## src/binary_rank_reduce_2x_top_macros.svh

```systemverilog
// Assertion macros for the binary 2x rank reduction block.
// Taken in by the top level; needs nothing else.
`ifndef BINARY_RANK_REDUCE_2X_TOP_MACROS_SVH
`define BINARY_RANK_REDUCE_2X_TOP_MACROS_SVH

// Same-cycle implication, checked out of reset.
`define BRR2X_ASSERT_IMP(label, clk, rst_n, pre, post) \
  label: assert property (@(posedge clk) disable iff (!rst_n) (pre) |-> (post)) \
    else $error("brr2x: same-cycle check failed");

// Next-cycle implication, checked out of reset.
`define BRR2X_ASSERT_NEXT(label, clk, rst_n, pre, post) \
  label: assert property (@(posedge clk) disable iff (!rst_n) (pre) |=> (post)) \
    else $error("brr2x: next-cycle check failed");

`endif

```

## src/brr2x_pkg.sv

```systemverilog
// Shared constants, types and the rank function of the binary 2x reduction.
// No dependencies; the queue, front end, back end and top level use it.
`timescale 1ns / 1ps

package brr2x_pkg;

  localparam int unsigned WORD_W     = 32;
  localparam int unsigned HALF_W     = 16;
  localparam int unsigned THR_W      = 3;
  localparam int unsigned WIDTH_W    = 13;
  localparam int unsigned HEIGHT_W   = 16;
  localparam int unsigned KEEP_W     = 6;
  localparam int unsigned CFG_IDX_W  = 2;
  localparam int unsigned CFG_DATA_W = 16;

  localparam int unsigned MAX_LINE_WORDS_DEF = 128;

  // The queue between front and back holds two requests.
  localparam int unsigned QUEUE_DEPTH = 2;

  // Register indexes of the configuration port.
  localparam logic [CFG_IDX_W-1:0] CFG_RANK_THRESHOLD = 2'd0;
  localparam logic [CFG_IDX_W-1:0] CFG_IMAGE_WIDTH    = 2'd1;
  localparam logic [CFG_IDX_W-1:0] CFG_IMAGE_HEIGHT   = 2'd2;

  // Threshold limits; from THR_AND_FROM on, two-pixel pairs need both on.
  localparam logic [THR_W-1:0] THR_MIN      = 3'd1;
  localparam logic [THR_W-1:0] THR_MAX      = 3'd4;
  localparam logic [THR_W-1:0] THR_AND_FROM = 3'd3;

  // What the back end has to do with one request.
  typedef struct packed {
    logic [THR_W-1:0]  thr;        // clamped threshold, 1 to 4
    logic              vert;       // single-bit vertical or pass-through result
    logic              use_and;    // vertical pairing uses AND instead of OR
    logic              hold_op;    // left half only: keep it, give no result
    logic              odd_col;    // right half completes a held left half
    logic [KEEP_W-1:0] keep;       // number of leading bits kept, 1 to 32
    logic              row_end;
    logic              image_end;
  } brr2x_op_t;

  typedef struct packed {
    brr2x_op_t         op;
    logic [WORD_W-1:0] top;
    logic [WORD_W-1:0] bottom;
  } brr2x_entry_t;

  // Rank decision for each 2x2 block of two words: bit k of the result is on
  // when at least thr of bits 2k+1 and 2k of both words are on.
  function automatic logic [HALF_W-1:0] rank_pack(input logic [WORD_W-1:0] top,
                                                  input logic [WORD_W-1:0] bottom,
                                                  input logic [THR_W-1:0]  thr);
    logic [2:0]        cnt;
    logic [HALF_W-1:0] r;
    r = '0;
    for (int k = 0; k < HALF_W; k++) begin
      cnt = 3'(top[2*k+1]) + 3'(top[2*k]) + 3'(bottom[2*k+1]) + 3'(bottom[2*k]);
      r[k] = (cnt >= thr);
    end
    return r;
  endfunction

endpackage

```

## src/brr2x_ram.sv

```systemverilog
// Generic single-write, single-read RAM with a registered read port.
// No dependencies.
`timescale 1ns / 1ps

module brr2x_ram #(
  parameter int unsigned WIDTH = 32,
  parameter int unsigned DEPTH = 128,
  localparam int unsigned ADDR_W = (DEPTH > 1) ? $clog2(DEPTH) : 1
) (
  input  logic              clk_i,
  input  logic              we_i,
  input  logic [ADDR_W-1:0] waddr_i,
  input  logic [WIDTH-1:0]  wdata_i,
  input  logic              re_i,
  input  logic [ADDR_W-1:0] raddr_i,
  output logic [WIDTH-1:0]  rdata_o
);

  logic [WIDTH-1:0] mem_q [DEPTH];
  logic [WIDTH-1:0] rdata_q;

  // Write port.
  always_ff @(posedge clk_i) begin
    if (we_i) begin
      mem_q[waddr_i] <= wdata_i;
    end
  end

  // Read port; the data holds until the next read.
  always_ff @(posedge clk_i) begin
    if (re_i) begin
      rdata_q <= mem_q[raddr_i];
    end
  end

  assign rdata_o = rdata_q;

endmodule

```

## src/brr2x_queue.sv

```systemverilog
// Two-entry request queue between the front and the back end.
// Depends on brr2x_pkg for its depth.
`timescale 1ns / 1ps

module brr2x_queue #(
  parameter int unsigned WIDTH = 1
) (
  input  logic             clk_i,
  input  logic             rst_ni,
  input  logic             push_i,
  input  logic [WIDTH-1:0] data_i,
  output logic             full_o,
  input  logic             pop_i,
  output logic             valid_o,
  output logic [WIDTH-1:0] data_o
);

  localparam int unsigned PTR_W = $clog2(brr2x_pkg::QUEUE_DEPTH);
  localparam int unsigned CNT_W = $clog2(brr2x_pkg::QUEUE_DEPTH + 1);

  logic [WIDTH-1:0] slot_q [brr2x_pkg::QUEUE_DEPTH];
  logic [PTR_W-1:0] wptr_q, wptr_d;
  logic [PTR_W-1:0] rptr_q, rptr_d;
  logic [CNT_W-1:0] cnt_q, cnt_d;

  assign full_o  = (cnt_q == CNT_W'(brr2x_pkg::QUEUE_DEPTH));
  assign valid_o = (cnt_q != '0);
  assign data_o  = slot_q[rptr_q];

  // Pointer and fill count.
  always_comb begin
    wptr_d = push_i ? wptr_q + PTR_W'(1) : wptr_q;
    rptr_d = pop_i ? rptr_q + PTR_W'(1) : rptr_q;
    cnt_d  = cnt_q;
    if (push_i && !pop_i) begin
      cnt_d = cnt_q + CNT_W'(1);
    end else if (pop_i && !push_i) begin
      cnt_d = cnt_q - CNT_W'(1);
    end
  end

  always_ff @(posedge clk_i or negedge rst_ni) begin
    if (!rst_ni) begin
      wptr_q <= '0;
      rptr_q <= '0;
      cnt_q  <= '0;
    end else begin
      wptr_q <= wptr_d;
      rptr_q <= rptr_d;
      cnt_q  <= cnt_d;
    end
  end

  // Storage.
  always_ff @(posedge clk_i) begin
    if (push_i) begin
      slot_q[wptr_q] <= data_i;
    end
  end

endmodule

```

## src/brr2x_front.sv

```systemverilog
// Front end: configuration registers, input accept, row and column tracking,
// request classification and the top-row line buffer.
// Depends on brr2x_pkg and brr2x_ram.
`timescale 1ns / 1ps

module brr2x_front #(
  parameter int unsigned MAX_LINE_WORDS = brr2x_pkg::MAX_LINE_WORDS_DEF
) (
  input  logic                                 clk_i,
  input  logic                                 rst_ni,
  input  logic                                 cfg_we_i,
  input  logic [brr2x_pkg::CFG_IDX_W-1:0]      cfg_index_i,
  input  logic [brr2x_pkg::CFG_DATA_W-1:0]     cfg_data_i,
  input  logic                                 in_valid_i,
  output logic                                 in_ready_o,
  input  logic [brr2x_pkg::WORD_W-1:0]         in_word_i,
  output logic                                 push_o,
  output brr2x_pkg::brr2x_entry_t              push_entry_o,
  input  logic                                 q_full_i
);

  localparam int unsigned COL_W = (MAX_LINE_WORDS > 1) ? $clog2(MAX_LINE_WORDS) : 1;
  localparam int unsigned W_MAX = MAX_LINE_WORDS * 32;

  // Configuration registers.
  logic [brr2x_pkg::THR_W-1:0]    thr_q;
  logic [brr2x_pkg::WIDTH_W-1:0]  width_q;
  logic [brr2x_pkg::HEIGHT_W-1:0] height_q;
  logic                           restart;

  // Position in the source image.
  logic [COL_W-1:0]               col_q, col_d;
  logic [brr2x_pkg::HEIGHT_W-1:0] row_q, row_d;

  // Stage that waits for the line buffer read.
  logic                           s1_valid_q, s1_valid_d;
  brr2x_pkg::brr2x_op_t           s1_op_q;
  logic [brr2x_pkg::WORD_W-1:0]   s1_word_q;
  logic                           s1_top_own_q;

  // Derived image geometry.
  logic [brr2x_pkg::THR_W-1:0]    thr_eff;
  logic [31:0]                    w_sat;
  logic [brr2x_pkg::WIDTH_W-1:0]  w_eff;
  logic [brr2x_pkg::HEIGHT_W-1:0] h_eff;
  logic [brr2x_pkg::HEIGHT_W-1:0] hev;
  logic [15:0]                    w16, dstw16, wpl16, steps16, outw16;
  logic [15:0]                    col16, o16, n16;
  logic                           rank_re, pair_last, has_next_step;

  // Classification of the current item.
  logic                           store;
  logic                           op_valid;
  logic                           top_own;
  brr2x_pkg::brr2x_op_t           op;
  logic                           acc;
  logic [brr2x_pkg::WORD_W-1:0]   ram_rdata;

  // Effective register values.
  always_comb begin
    if (thr_q < brr2x_pkg::THR_MIN) begin
      thr_eff = brr2x_pkg::THR_MIN;
    end else if (thr_q > brr2x_pkg::THR_MAX) begin
      thr_eff = brr2x_pkg::THR_MAX;
    end else begin
      thr_eff = thr_q;
    end
    w_sat = (width_q == '0) ? 32'd1 : 32'(width_q);
    if (w_sat > 32'(W_MAX)) begin
      w_sat = 32'(W_MAX);
    end
    w_eff = brr2x_pkg::WIDTH_W'(w_sat);
    h_eff = (height_q == '0) ? brr2x_pkg::HEIGHT_W'(1) : height_q;
    hev   = {h_eff[brr2x_pkg::HEIGHT_W-1:1], 1'b0};
  end

  // Word counts of a row and the place of the current word in the output.
  always_comb begin
    w16           = 16'(w_eff);
    dstw16        = w16 >> 1;
    wpl16         = (w16 + 16'd31) >> 5;
    steps16       = (dstw16 + 16'd15) >> 4;
    outw16        = (dstw16 + 16'd31) >> 5;
    col16         = 16'(col_q);
    o16           = col16 >> 1;
    n16           = dstw16 - (o16 << 5);
    rank_re       = (o16 + 16'd1 == outw16);
    has_next_step = (col16 + 16'd1 < steps16);
    pair_last     = ({1'b0, row_q} + 17'd1 == {1'b0, hev});
  end

  // Decide what the item does: store a top row word, or send a request.
  always_comb begin
    store          = 1'b0;
    op_valid       = 1'b0;
    top_own        = 1'b0;
    op.thr         = thr_eff;
    op.vert        = 1'b0;
    op.use_and     = 1'b0;
    op.hold_op     = !col_q[0] && has_next_step;
    op.odd_col     = col_q[0];
    op.keep        = (n16 >= 16'd32) ? brr2x_pkg::KEEP_W'(32) : n16[brr2x_pkg::KEEP_W-1:0];
    op.row_end     = rank_re;
    op.image_end   = rank_re && pair_last;
    priority if (w_eff == brr2x_pkg::WIDTH_W'(1) && h_eff == brr2x_pkg::HEIGHT_W'(1)) begin
      // One pixel: the leftmost bit passes through.
      op_valid     = 1'b1;
      top_own      = 1'b1;
      op.vert      = 1'b1;
      op.hold_op   = 1'b0;
      op.keep      = brr2x_pkg::KEEP_W'(1);
      op.row_end   = 1'b1;
      op.image_end = 1'b1;
    end else if (h_eff < brr2x_pkg::HEIGHT_W'(2)) begin
      // One row: the word pairs with itself, giving horizontal pairs.
      op_valid     = (col16 < steps16);
      top_own      = 1'b1;
      op.image_end = rank_re;
    end else if (w_eff == brr2x_pkg::WIDTH_W'(1)) begin
      // One column: rows pair vertically on the leftmost bit.
      store        = (row_q < hev) && !row_q[0];
      op_valid     = (row_q < hev) && row_q[0];
      op.vert      = 1'b1;
      op.use_and   = (thr_eff >= brr2x_pkg::THR_AND_FROM);
      op.hold_op   = 1'b0;
      op.keep      = brr2x_pkg::KEEP_W'(1);
      op.row_end   = 1'b1;
      op.image_end = pair_last;
    end else begin
      store        = (row_q < hev) && (col16 < steps16) && !row_q[0];
      op_valid     = (row_q < hev) && (col16 < steps16) && row_q[0];
    end
  end

  // The item is taken unless the waiting stage cannot move into the queue.
  assign in_ready_o = !s1_valid_q || !q_full_i;
  assign acc        = in_valid_i && in_ready_o;
  assign push_o     = s1_valid_q && !q_full_i;

  // Top-row line buffer, addressed by the word column.
  brr2x_ram #(
    .WIDTH (brr2x_pkg::WORD_W),
    .DEPTH (MAX_LINE_WORDS)
  ) u_line_buf (
    .clk_i   (clk_i),
    .we_i    (acc && store),
    .waddr_i (col_q),
    .wdata_i (in_word_i),
    .re_i    (acc && op_valid),
    .raddr_i (col_q),
    .rdata_o (ram_rdata)
  );

  always_comb begin
    push_entry_o.op     = s1_op_q;
    push_entry_o.top    = s1_top_own_q ? s1_word_q : ram_rdata;
    push_entry_o.bottom = s1_word_q;
  end

  // Position counters; any register write restarts the image.
  always_comb begin
    col_d = col_q;
    row_d = row_q;
    if (restart) begin
      col_d = '0;
      row_d = '0;
    end else if (acc) begin
      if (col16 + 16'd1 >= wpl16) begin
        col_d = '0;
        if ({1'b0, row_q} + 17'd1 >= {1'b0, h_eff}) begin
          row_d = '0;
        end else begin
          row_d = row_q + brr2x_pkg::HEIGHT_W'(1);
        end
      end else begin
        col_d = col_q + COL_W'(1);
      end
    end
  end

  // Stage occupancy.
  always_comb begin
    if (acc) begin
      s1_valid_d = op_valid;
    end else if (push_o) begin
      s1_valid_d = 1'b0;
    end else begin
      s1_valid_d = s1_valid_q;
    end
  end

  // Configuration write decode.
  always_comb begin
    restart = 1'b0;
    if (cfg_we_i) begin
      unique case (cfg_index_i)
        brr2x_pkg::CFG_RANK_THRESHOLD,
        brr2x_pkg::CFG_IMAGE_WIDTH,
        brr2x_pkg::CFG_IMAGE_HEIGHT: restart = 1'b1;
        default:                     restart = 1'b0;
      endcase
    end
  end

  always_ff @(posedge clk_i or negedge rst_ni) begin
    if (!rst_ni) begin
      thr_q    <= brr2x_pkg::THR_W'(1);
      width_q  <= brr2x_pkg::WIDTH_W'(1);
      height_q <= brr2x_pkg::HEIGHT_W'(1);
    end else if (cfg_we_i) begin
      unique case (cfg_index_i)
        brr2x_pkg::CFG_RANK_THRESHOLD: thr_q    <= cfg_data_i[brr2x_pkg::THR_W-1:0];
        brr2x_pkg::CFG_IMAGE_WIDTH:    width_q  <= cfg_data_i[brr2x_pkg::WIDTH_W-1:0];
        brr2x_pkg::CFG_IMAGE_HEIGHT:   height_q <= cfg_data_i[brr2x_pkg::HEIGHT_W-1:0];
        default: begin
        end
      endcase
    end
  end

  always_ff @(posedge clk_i or negedge rst_ni) begin
    if (!rst_ni) begin
      col_q      <= '0;
      row_q      <= '0;
      s1_valid_q <= 1'b0;
    end else begin
      col_q      <= col_d;
      row_q      <= row_d;
      s1_valid_q <= s1_valid_d;
    end
  end

  // Request payload of the waiting stage.
  always_ff @(posedge clk_i) begin
    if (acc) begin
      s1_op_q      <= op;
      s1_word_q    <= in_word_i;
      s1_top_own_q <= top_own;
    end
  end

endmodule

```

## src/brr2x_back.sv

```systemverilog
// Back end: rank decision, half-word pairing, padding mask and the output
// register. Depends on brr2x_pkg.
`timescale 1ns / 1ps

module brr2x_back (
  input  logic                          clk_i,
  input  logic                          rst_ni,
  input  logic                          q_valid_i,
  input  brr2x_pkg::brr2x_entry_t       q_entry_i,
  output logic                          q_pop_o,
  output logic                          out_valid_o,
  input  logic                          out_ready_i,
  output logic [brr2x_pkg::WORD_W-1:0]  out_word_o,
  output logic                          out_row_end_o,
  output logic                          out_image_end_o
);

  logic [brr2x_pkg::HALF_W-1:0] hold_q;
  logic                         out_valid_q, out_valid_d;
  logic [brr2x_pkg::WORD_W-1:0] out_word_q;
  logic                         out_row_end_q;
  logic                         out_image_end_q;

  logic [brr2x_pkg::HALF_W-1:0] half;
  logic                         vert_bit;
  logic [brr2x_pkg::WORD_W-1:0] res;
  logic [brr2x_pkg::WORD_W-1:0] mask;
  logic                         load;

  // Result of the request at the head of the queue.
  always_comb begin
    half     = brr2x_pkg::rank_pack(q_entry_i.top, q_entry_i.bottom, q_entry_i.op.thr);
    vert_bit = q_entry_i.op.use_and ? (q_entry_i.top[31] & q_entry_i.bottom[31])
                                    : (q_entry_i.top[31] | q_entry_i.bottom[31]);
    if (q_entry_i.op.vert) begin
      res = {vert_bit, 31'b0};
    end else if (q_entry_i.op.odd_col) begin
      res = {hold_q, half};
    end else begin
      res = {half, brr2x_pkg::HALF_W'(0)};
    end
    mask = ~({brr2x_pkg::WORD_W{1'b1}} >> q_entry_i.op.keep);
  end

  // A held left half never waits on the output; a result waits for room.
  assign q_pop_o = q_valid_i && (q_entry_i.op.hold_op || !out_valid_q || out_ready_i);
  assign load    = q_pop_o && !q_entry_i.op.hold_op;

  always_comb begin
    if (load) begin
      out_valid_d = 1'b1;
    end else if (out_ready_i) begin
      out_valid_d = 1'b0;
    end else begin
      out_valid_d = out_valid_q;
    end
  end

  always_ff @(posedge clk_i or negedge rst_ni) begin
    if (!rst_ni) begin
      out_valid_q <= 1'b0;
      hold_q      <= '0;
    end else begin
      out_valid_q <= out_valid_d;
      if (q_pop_o && q_entry_i.op.hold_op) begin
        hold_q <= half;
      end
    end
  end

  // Output register payload.
  always_ff @(posedge clk_i) begin
    if (load) begin
      out_word_q      <= res & mask;
      out_row_end_q   <= q_entry_i.op.row_end;
      out_image_end_q <= q_entry_i.op.image_end;
    end
  end

  assign out_valid_o     = out_valid_q;
  assign out_word_o      = out_word_q;
  assign out_row_end_o   = out_row_end_q;
  assign out_image_end_o = out_image_end_q;

endmodule

```

## src/binary_rank_reduce_2x_top.sv

```systemverilog
// Top level of the binary 2x rank reduction: front end, request queue, back end.
// Depends on brr2x_pkg, brr2x_front, brr2x_queue, brr2x_back and the macro header.
//
//   Channel   | Direction | Carries
//   ----------+-----------+-----------------------------------------------------
//   s_axis    | in        | tdata: pixel_word[31:0]
//   m_axis    | out       | tdata: out_word[31:0]; tlast: row_end; tuser: image_end
//   cfg       | in        | index 0 rank_threshold, 1 image_width, 2 image_height
//
// One source word is taken per cycle unless the input side is held. Once its
// last source word is taken, a result moves via line buffer read, queue, output.
// Reset clears the counters, the queue and the output register; the line buffer
// needs no clearing, so items are taken from the first cycle after reset.
// Output stalls fill the two-entry queue first and then hold the input side.
`timescale 1ns / 1ps
`include "binary_rank_reduce_2x_top_macros.svh"

module binary_rank_reduce_2x_top #(
  parameter int unsigned MAX_LINE_WORDS = brr2x_pkg::MAX_LINE_WORDS_DEF
) (
  input  logic                              clk_i,
  input  logic                              rst_ni,
  input  logic                              cfg_we_i,
  input  logic [brr2x_pkg::CFG_IDX_W-1:0]   cfg_index_i,
  input  logic [brr2x_pkg::CFG_DATA_W-1:0]  cfg_data_i,
  input  logic                              s_axis_tvalid,
  output logic                              s_axis_tready,
  input  logic [brr2x_pkg::WORD_W-1:0]      s_axis_tdata,   // [31:0] pixel_word
  output logic                              m_axis_tvalid,
  input  logic                              m_axis_tready,
  output logic [brr2x_pkg::WORD_W-1:0]      m_axis_tdata,   // [31:0] out_word
  output logic                              m_axis_tlast,
  output logic                              m_axis_tuser    // [0] image_end
);

  localparam int unsigned ENTRY_W = $bits(brr2x_pkg::brr2x_entry_t);

  logic                    q_push;
  logic                    q_full;
  logic                    q_pop;
  logic                    q_valid;
  brr2x_pkg::brr2x_entry_t push_entry;
  brr2x_pkg::brr2x_entry_t head_entry;
  logic [ENTRY_W-1:0]      head_bits;

  // Accept, classify and buffer top rows.
  brr2x_front #(
    .MAX_LINE_WORDS (MAX_LINE_WORDS)
  ) u_front (
    .clk_i        (clk_i),
    .rst_ni       (rst_ni),
    .cfg_we_i     (cfg_we_i),
    .cfg_index_i  (cfg_index_i),
    .cfg_data_i   (cfg_data_i),
    .in_valid_i   (s_axis_tvalid),
    .in_ready_o   (s_axis_tready),
    .in_word_i    (s_axis_tdata),
    .push_o       (q_push),
    .push_entry_o (push_entry),
    .q_full_i     (q_full)
  );

  // Requests between the two halves.
  brr2x_queue #(
    .WIDTH (ENTRY_W)
  ) u_queue (
    .clk_i   (clk_i),
    .rst_ni  (rst_ni),
    .push_i  (q_push),
    .data_i  (push_entry),
    .full_o  (q_full),
    .pop_i   (q_pop),
    .valid_o (q_valid),
    .data_o  (head_bits)
  );

  assign head_entry = head_bits;

  // Rank decision and output.
  brr2x_back u_back (
    .clk_i           (clk_i),
    .rst_ni          (rst_ni),
    .q_valid_i       (q_valid),
    .q_entry_i       (head_entry),
    .q_pop_o         (q_pop),
    .out_valid_o     (m_axis_tvalid),
    .out_ready_i     (m_axis_tready),
    .out_word_o      (m_axis_tdata),
    .out_row_end_o   (m_axis_tlast),
    .out_image_end_o (m_axis_tuser)
  );

  // The front end never pushes into a full queue.
  `BRR2X_ASSERT_IMP(a_no_overflow, clk_i, rst_ni, q_push, !q_full)
  // The end of the image is always the end of a reduced row.
  `BRR2X_ASSERT_IMP(a_image_end_row_end, clk_i, rst_ni, m_axis_tvalid && m_axis_tuser, m_axis_tlast)
  // A queued request is not lost unless it was popped.
  `BRR2X_ASSERT_NEXT(a_queue_keeps, clk_i, rst_ni, q_valid && !q_pop, q_valid)

endmodule
```

## config.mk

```make
export PLATFORM = sky130hd
export DESIGN_NAME = binary_rank_reduce_2x_top
export DESIGN_NICKNAME = d
export VERILOG_FILES = /design/src/brr2x_pkg.sv /design/src/brr2x_ram.sv /design/src/brr2x_queue.sv /design/src/brr2x_front.sv /design/src/brr2x_back.sv /design/src/binary_rank_reduce_2x_top.sv
export VERILOG_INCLUDE_DIRS = /design/src /design/src/src
export SDC_FILE = /design/constraint.sdc
export NUM_CORES = 2
export LEC_CHECK = 0
export BUFFER_PORTS_ARGS = -buffer_cell sky130_fd_sc_hd__clkbuf_2
export CAP_MARGIN = 20
export CORE_ASPECT_RATIO = 0.8
export CORE_MARGIN = 8
export CORE_UTILIZATION = 50
export DETAILED_ROUTE_END_ITERATION = 16
export MAX_ROUTING_LAYER = met4
export PLACE_DENSITY = 0.65
export SLEW_MARGIN = 10
export SYNTH_ARGS = -nofsm -noshare
export SYNTH_HDL_FRONTEND = slang
export SYNTH_MEMORY_MAX_BITS = 65536
export SYNTH_SLANG_ARGS = --single-unit
```

## constraint.sdc

```tcl
create_clock -name clk_i -period 7.38 [get_ports clk_i]
set_input_delay 1.107 -clock clk_i [delete_from_list [all_inputs] [get_ports clk_i]]
set_output_delay 1.107 -clock clk_i [all_outputs]
set_load 0.05 [all_outputs]
```

# Yosys cells after proc, flatten, opt, wreduce, memory -nomap -nowiden
# Memories as Yosys holds them, arrays and structs flattened. A register that Yosys moved wholly into a read port is not among the register bits.
# Index checks and enable logic that the tools add are counted.
[totals] elab_cells=211 inputBits=55 reg_bits=159 n_memories=2 mem_bits_rw=4254
[op_classes] bitwise_logic=5 n_reduce_logical=43 n_addsub=61 shift=1 magnitude_cmp=27 n_mux=41 n_eq_ne=7
[mem_list] memory="u_front.u_line_buf.mem_q" words=128 word_bits=32 read_ports=1 rd_ports_with_merged_regs=1 write_ports=1 line_no="brr2x_ram.sv:19" rtl="logic [WIDTH-1:0] mem_q [DEPTH];"
[mem_list] memory="u_queue.slot_q" words=2 word_bits=79 read_ports=1 rd_ports_with_merged_regs=0 write_ports=1 line_no="brr2x_queue.sv:21" rtl="logic [WIDTH-1:0] slot_q [brr2x_pkg::QUEUE_DEPTH];"
[op_table] cell="3-bit by 1-bit adder with 3-bit output" n=32
[op_table] cell="32-bit 2-to-1 mux" n=3
[op_table] cell="16-bit 2-to-1 mux" n=5
[op_table] cell="3-bit greater-or-equal comparator" n=16
[op_table] cell="1-bit by 1-bit adder with 2-bit output" n=16
[op_table] cell="32-bit bitwise AND" n=1
[op_table] cell="32-bit by 13-bit > comparator with 1-bit output, second input constant" n=1
[op_table] cell="32-bit inverter" n=1
[op_table] cell="32-bit by 6-bit >> shifter with 32-bit output, first input constant" n=1
[op_table] cell="7-bit 2-to-1 mux" n=4
[op_table] cell="13-bit 2-to-1 mux" n=2
[op_table] cell="1-bit 2-to-1 mux" n=19
[op_table] cell="16-bit by 1-bit adder with 17-bit output, second input constant" n=1
[op_table] cell="17-bit by 16-bit equality test with 1-bit output" n=1
[op_table] cell="17-bit by 16-bit greater-or-equal comparator with 1-bit output" n=1
[op_table] cell="1-bit logical AND" n=17
[op_table] cell="16-bit by 1-bit adder with 16-bit output, second input constant" n=1
[op_table] cell="16-bit by 1-bit equality test with 1-bit output, second input constant" n=1
[op_table] cell="16-bit by 11-bit equality test with 1-bit output" n=1
[op_table] cell="16-bit by 11-bit greater-or-equal comparator with 1-bit output" n=1
[op_table] cell="16-bit by 6-bit greater-or-equal comparator with 1-bit output, second input constant" n=1
[op_table] cell="16-bit logical NOT" n=1
[op_table] cell="16-bit by 12-bit less-than comparator with 1-bit output" n=1
[op_table] cell="16-bit less-than comparator" n=1
[op_table] cell="32 further kinds" n=56

# Logic depth before layout (Yosys ltp)
[logic_depth] depth_word=14 depth_mapped=16

# Modules after synthesis
# A second synthesis with hierarchy kept.
[unflattened] hier_cells=7246 area_unflattened_um2=173609.0
[modules_own_cells] module="brr2x_ram" n_inst=1 seq_area_each_um2=123958.9 cells_each=5990 area_per_inst_um2=156596.4
[modules_own_cells] module="brr2x_front" n_inst=1 seq_area_each_um2=2846.5 cells_each=626 area_per_inst_um2=6656.4
[modules_own_cells] module="brr2x_queue" n_inst=1 seq_area_each_um2=4844.6 cells_each=262 area_per_inst_um2=6291.0
[modules_own_cells] module="brr2x_back" n_inst=1 seq_area_each_um2=1446.4 cells_each=368 area_per_inst_um2=4065.1

# Worst setup path after synthesis
# No wires, ideal clock.
[synth_timing] path_kind="register to register" startpoint="register u_front.width_q[1] (netlist name)" endpoint="memory u_front.u_line_buf.mem_q[107][0], enable pin" stages_incl_launch_ff=14 slack_ps=851 arrival_ps=6028 period_less_slack_ps=6529 n_path_buf=2 t_required_ps=6879 cell_sequence="dfrtp_1 > o41ai_4 > nor2_1 > xor2_1 > nand2_1 > ha_1 > a2111oi_0 > o211ai_2 > a21oi_1 > o31a_4 > o211ai_4 > buf_12 > buf_12 > nor4_1"
[synth_between] elab_chain_len=14 elab_cells_between_ends=16 cone_classes="add/sub: 1; order compare: 2; eq/ne: 1; mux: 7; reduce/logical: 5"
[synth_rtl] item="from (decl)" line_no="brr2x_front.sv:27" rtl="logic [brr2x_pkg::WIDTH_W-1:0] width_q;"
[synth_rtl] item="from (signal assigned)" line_no="brr2x_front.sv:208" rtl="width_q <= brr2x_pkg::WIDTH_W'(1);"
[synth_rtl] item="from (signal assigned)" line_no="brr2x_front.sv:213" rtl="brr2x_pkg::CFG_IMAGE_WIDTH: width_q <= cfg_data_i[brr2x_pkg::WIDTH_W-1:0];"
[synth_rtl] item="13-bit logical NOT" line_no="brr2x_front.sv:68" rtl="w_sat = (width_q == '0) ? 32'd1 : 32'(width_q);"
[synth_rtl] item="13-bit 2-to-1 mux (*)" line_no="brr2x_front.sv:68"
[synth_rtl] item="32-bit by 13-bit > comparator with 1-bit output" line_no="brr2x_front.sv:69" rtl="if (w_sat > 32'(W_MAX)) begin"
[synth_rtl] item="13-bit 2-to-1 mux (*)" line_no="brr2x_front.sv:69"
[synth_rtl] item="12-bit by 4-bit adder with 13-bit output" line_no="brr2x_front.sv:82" rtl="steps16 = (dstw16 + 16'd15) >> 4;"
[synth_rtl] item="7-bit by 12-bit less-than comparator with 1-bit output" line_no="brr2x_front.sv:130" rtl="store = (row_q < hev) && (col16 < steps16) && !row_q[0];"
[synth_rtl] item="1-bit logical AND (2 in series)" line_no="brr2x_front.sv:130"
[synth_rtl] item="1-bit 2-to-1 mux" line_no="brr2x_front.sv:119" rtl="end else if (w_eff == brr2x_pkg::WIDTH_W'(1)) begin"
[synth_rtl] item="1-bit 2-to-1 mux" line_no="brr2x_front.sv:114" rtl="end else if (h_eff < brr2x_pkg::HEIGHT_W'(2)) begin"
[synth_rtl] item="1-bit 2-to-1 mux (*)" line_no="brr2x_front.sv:105" rtl="priority if (w_eff == brr2x_pkg::WIDTH_W'(1) && h_eff == brr2x_pkg::HEIGHT_W'(1)) begin"
[synth_rtl] item="1-bit logical AND (*)" line_no="brr2x_front.sv:146" rtl=".we_i (acc && store),"
[synth_rtl] item="1-bit 2-to-1 mux (*)" line_no="brr2x_ram.sv:24" rtl="if (we_i) begin"
[synth_rtl] item="1-bit 2-to-1 mux (not written as such) (*)" line_no="brr2x_ram.sv:25" rtl="mem_q[waddr_i] <= wdata_i;"
[synth_rtl] item="to (decl)" line_no="brr2x_ram.sv:19"
# Mark *: on every way between the ends. The rest lies on a longest branch, timed or not.

# Final worst setup path
[layout_timing] startpoint="register u_front.width_q[1] (netlist name)" endpoint="memory u_front.u_line_buf.mem_q[67][26], enable pin"
# The elaborated chain is that of the path after synthesis.

==> results.json <==
{
  "clkSlewWorstSetupHoldPaths_ns": 0.07,
  "grt_antenna_before_repair": 60,
  "post-synth-top-area-fraction": 0.750,
  "critical_path.max_stage_delay_ns": 0.68,
  "ir_worst_vdd_v": 0.000267,
  "timing.final.setup_violations": 0,
  "via_count_of_the_first_global_routing_pass": 87400,
  "final_hold_vio_count": 0,
  "synth_top_flop_cell": "sky130_fd_sc_hd__edfxtp_1",
  "design.core.area_um2": 349000,
  "drt_first_iter_violations": 17400,
  "report.final.slew_viol_count": 0,
  "vias": 92100,
  "maximum_number_of_pins_on_one_net_before_global_route_repair": 110,
  "clk-insertion-delay-late_ns": 0.96,
  "critPathSlowestCell": "sky130_fd_sc_hd__nor4_2",
  "max_slew_margin": 0.0380,
  "fill_cells": 25500,
  "timing.setup.critical_path_class": "reg2reg",
  "end_kind": "flip-flop",
  "post-synth-top-area-cell": "sky130_fd_sc_hd__edfxtp_1",
  "drc": 0,
  "netlist_top_cells_area": "sky130_fd_sc_hd__edfxtp_1 (75%), sky130_fd_sc_hd__mux4_2 (11%), sky130_fd_sc_hd__mux2i_1 (2.2%)",
  "final-instance-count-excl-fill": 13700,
  "syn_to_final_growth_pct": 12.2,
  "critPathLaunch": "u_front.width_q[1]$_DFFE_PN0P_",
  "synth_common_cells": "sky130_fd_sc_hd__edfxtp_1 (4368), sky130_fd_sc_hd__mux4_2 (892), sky130_fd_sc_hd__mux2i_1 (377)",
  "worst_hold_path_type": "in2async",
  "skew_final_ns": 0.0640,
  "synthDistinctLibCells": 85,
  "avgSynthCellArea_um2": 21.0,
  "post_cts_resize_count": 0,
  "post_synthesis_cell_count": 8320,
  "rows": 194,
  "power_leakage_nw": 62.0,
  "clock_tree_from_tritoncts": "yes",
  "viasPerCell": 6.73,
  "postCtsSetupBuffers": 0,
  "synth-edff-count": 4368,
  "wl_per_cell_um": 38.6,
  "dp.cells": 12900,
  "iteration_count_of_the_initial_detailed_routing_pass": 6,
  "final_period_minus_worst_setup_slack_ns": 5.34,
  "timing.rr.start": "u_front.width_q[1]$_DFFE_PN0P_",
  "critical_path.top_delay_family": "compound AO/OA/AOI/OAI gates",
  "cp_cell_sequence": "o41ai_4 > nor2_1 > xor2_1 > nand2_1 > ha_1 > a2111oi_0 > o211ai_2 > a21oi_1 > o31a_4 > o211ai_4 > buf_12 > buf_4 > nor4_2 > buf_4",
  "yosys.cell_count.top_type": "sky130_fd_sc_hd__edfxtp_1",
  "numClockSinks": 4445,
  "timing.critical_path.arrival_ns": 5.92,
  "grt_usage": 0.288,
  "cp.buffers_inverters": 3,
  "run_status": "finished clean",
  "timing.critical_path.from_type": "flip-flop",
  "clock_path_buffers": 4,
  "setup_tns_final_ns": 0,
  "timing.critical_path.mode_cell": "sky130_fd_sc_hd__buf_4",
  "timing.max_cap.violations": 0,
  "yosysSeqAreaShare": 0.761,
  "async_flop_share": 0.0173,
  "cts-htree-levels": 5,
  "critical_path_peak_fanout": 42,
  "final_core_util": 0.563,
  "floorplan.io_pins": 91,
  "layout.nets": 8931,
  "synth_warnings": 0,
  "reg2regPathDepth": 14,
  "grt_first_pass_wirelength_um": 718000,
  "ys_seq_elements": 4445,
  "cts_hold_buffers": 0,
  "io_buffers": 90,
  "worst_pin_slew_ns": 1.44,
  "cts.root.buffer_cell": "sky130_fd_sc_hd__clkbuf_16",
  "fin_crit_sh": 0.723,
  "total_number_of_cells_along_the_worst_setup_path": 14,
  "initial_core_util": 0.502,
  "route.final.wire_length_um": 528000,
  "cellPowerDensity_nw_per_um2": 343,
  "crit_required_ns": 7.97,
  "die_width_um": 677,
  "ant_nets": 0,
  "last_weighted_congestion_value_of_the_routability_driven_placer": 0.944,
  "layout-drive-gt1-share": 0.249,
  "numCtsBuffers": 416,
  "synth_area_um2": 175000,
  "grt_setup_unrepaired": "no",
  "design.die.area_um2": 369000,
  "dp.final_hpwl_um": 326000,
  "timing.fmax_ghz": 0.187,
  "gr-total-overflow": 0,
  "mappedNetlistNets": 8537,
  "floorplan.die.height_um": 545
}
stage by stage:
step | setup slack, ns | hold slack, ns | cell area [µm²] | power [mW]
6_report | 2.04 | 0.0997 | 196000 | 67.2
5_1_grt | 1.71 | 0.105 | 196000 | 69.1
4_1_cts | 2.13 | 0.0515 | 196000 | 67.2
3_5_place_dp | 2.21 | 0.430 | 183000 | 46.1
3_3_place_gp | 1.89 | 0.428 | 183000 | 45.9
2_1_floorplan | 0.851 | 0.421 | 175000 | 40.2
layer usage:
layer | share of wire | global-route usage
met5 | 0 | -
met4 | 0.047 | 0.113
met2 | 0.43 | 0.398
met3 | 0.14 | 0.0854
met1 | 0.38 | 0.403
worst reg2reg max path, cell delays in order, from the launching register on:
cell                        delay [ns]
sky130_fd_sc_hd__dfrtp_1          0.46
sky130_fd_sc_hd__o41ai_4          0.59
sky130_fd_sc_hd__nor2_1           0.15
sky130_fd_sc_hd__xor2_1           0.18
sky130_fd_sc_hd__nand2_1          0.12
sky130_fd_sc_hd__ha_1             0.34
sky130_fd_sc_hd__a2111oi_0        0.53
sky130_fd_sc_hd__o211ai_2         0.16
sky130_fd_sc_hd__a21oi_1          0.24
sky130_fd_sc_hd__o31a_4           0.19
sky130_fd_sc_hd__o211ai_4         0.14
sky130_fd_sc_hd__buf_12           0.24
sky130_fd_sc_hd__buf_4            0.45
sky130_fd_sc_hd__nor4_2           0.69
sky130_fd_sc_hd__buf_4            0.50
sequential cells by signal (all words and copies together) (netlist names), 3 cells and up:
name                        flops
u_back.hold_q                  16
u_back.out_word_o              32
u_front.col_q                   7
u_front.height_q               16
u_front.push_entry_o           15
u_front.row_q                  16
u_front.s1_word_q              32
u_front.thr_q                   3
u_front.u_line_buf.mem_q     4096
u_front.u_line_buf.rdata_o     32
u_front.width_q                13
u_queue.slot_q                158
logic make-up after synthesis:
logic type,synth area share
mux,0.146
simple gates,0.0255
flops,0.761
buf+inv,0.0173
fa+ha+maj,0.0124
compound gates,0.0358
xor+xnor,0.00216
power by group:
part,switching (mW),internal (mW)
Clock,9.31,12.1
Sequential,0.487,28.6
Combinational,10.4,6.34
final cells by class:
type	count	area, µm²	share of cell area
flip-flops and latches	4445	133000	0.678
multi-input cells	3332	39900	0.203
clock buffers	523	11100	0.0563
well taps	4606	5760	0.0294
repair buffers	457	3730	0.0190
clock inverters	229	2320	0.0118
inverters	62	240	0.00122
diodes	29	72.6	0.000370
cells in the final DEF, fill, tap and decap left out, types with 27 or more instances in the layout:
cell,n
sky130_fd_sc_hd__a211oi_1,47
sky130_fd_sc_hd__a21oi_1,219
sky130_fd_sc_hd__a22o_1,53
sky130_fd_sc_hd__a22oi_1,250
sky130_fd_sc_hd__a31oi_1,39
sky130_fd_sc_hd__buf_12,30
sky130_fd_sc_hd__buf_4,357
sky130_fd_sc_hd__bufinv_16,43
sky130_fd_sc_hd__clkbuf_1,95
sky130_fd_sc_hd__clkbuf_16,427
sky130_fd_sc_hd__clkbuf_2,57
sky130_fd_sc_hd__clkinv_1,91
sky130_fd_sc_hd__clkinv_2,57
sky130_fd_sc_hd__dfrtp_1,68
sky130_fd_sc_hd__diode_2,29
sky130_fd_sc_hd__edfxtp_1,4368
sky130_fd_sc_hd__ha_1,145
sky130_fd_sc_hd__inv_1,58
sky130_fd_sc_hd__mux2_2,140
sky130_fd_sc_hd__mux2i_1,375
sky130_fd_sc_hd__mux4_2,892
sky130_fd_sc_hd__nand2_1,260
sky130_fd_sc_hd__nand3_1,103
sky130_fd_sc_hd__nor2_1,89
sky130_fd_sc_hd__nor3_1,44
sky130_fd_sc_hd__nor4_2,66
sky130_fd_sc_hd__nor4_4,63
sky130_fd_sc_hd__o211ai_1,45
sky130_fd_sc_hd__o21ai_0,68
sky130_fd_sc_hd__o221ai_1,36
sky130_fd_sc_hd__o22ai_1,48
sky130_fd_sc_hd__xnor2_1,27
worst paths after layout:
check / end / slack (ns)
max in group asynchronous: u_front.col_q[0]$_DFFE_PN0P_ / 6.15
worst min register to register: u_queue.slot_q[0][73]$_DFFE_PP_ / 0.45
worst max-delay path: u_front.u_line_buf.mem_q[67][26]$_DFFE_PP_ / 2.04
worst min-delay path: u_front.row_q[8]$_DFFE_PN0P_ / 0.1
min in group clk_i: u_front.height_q[15]$_DFFE_PN0P_ / 0.44
worst max register to register: u_front.u_line_buf.mem_q[67][26]$_DFFE_PP_ / 2.04
(Power assumes the default switching activity.)
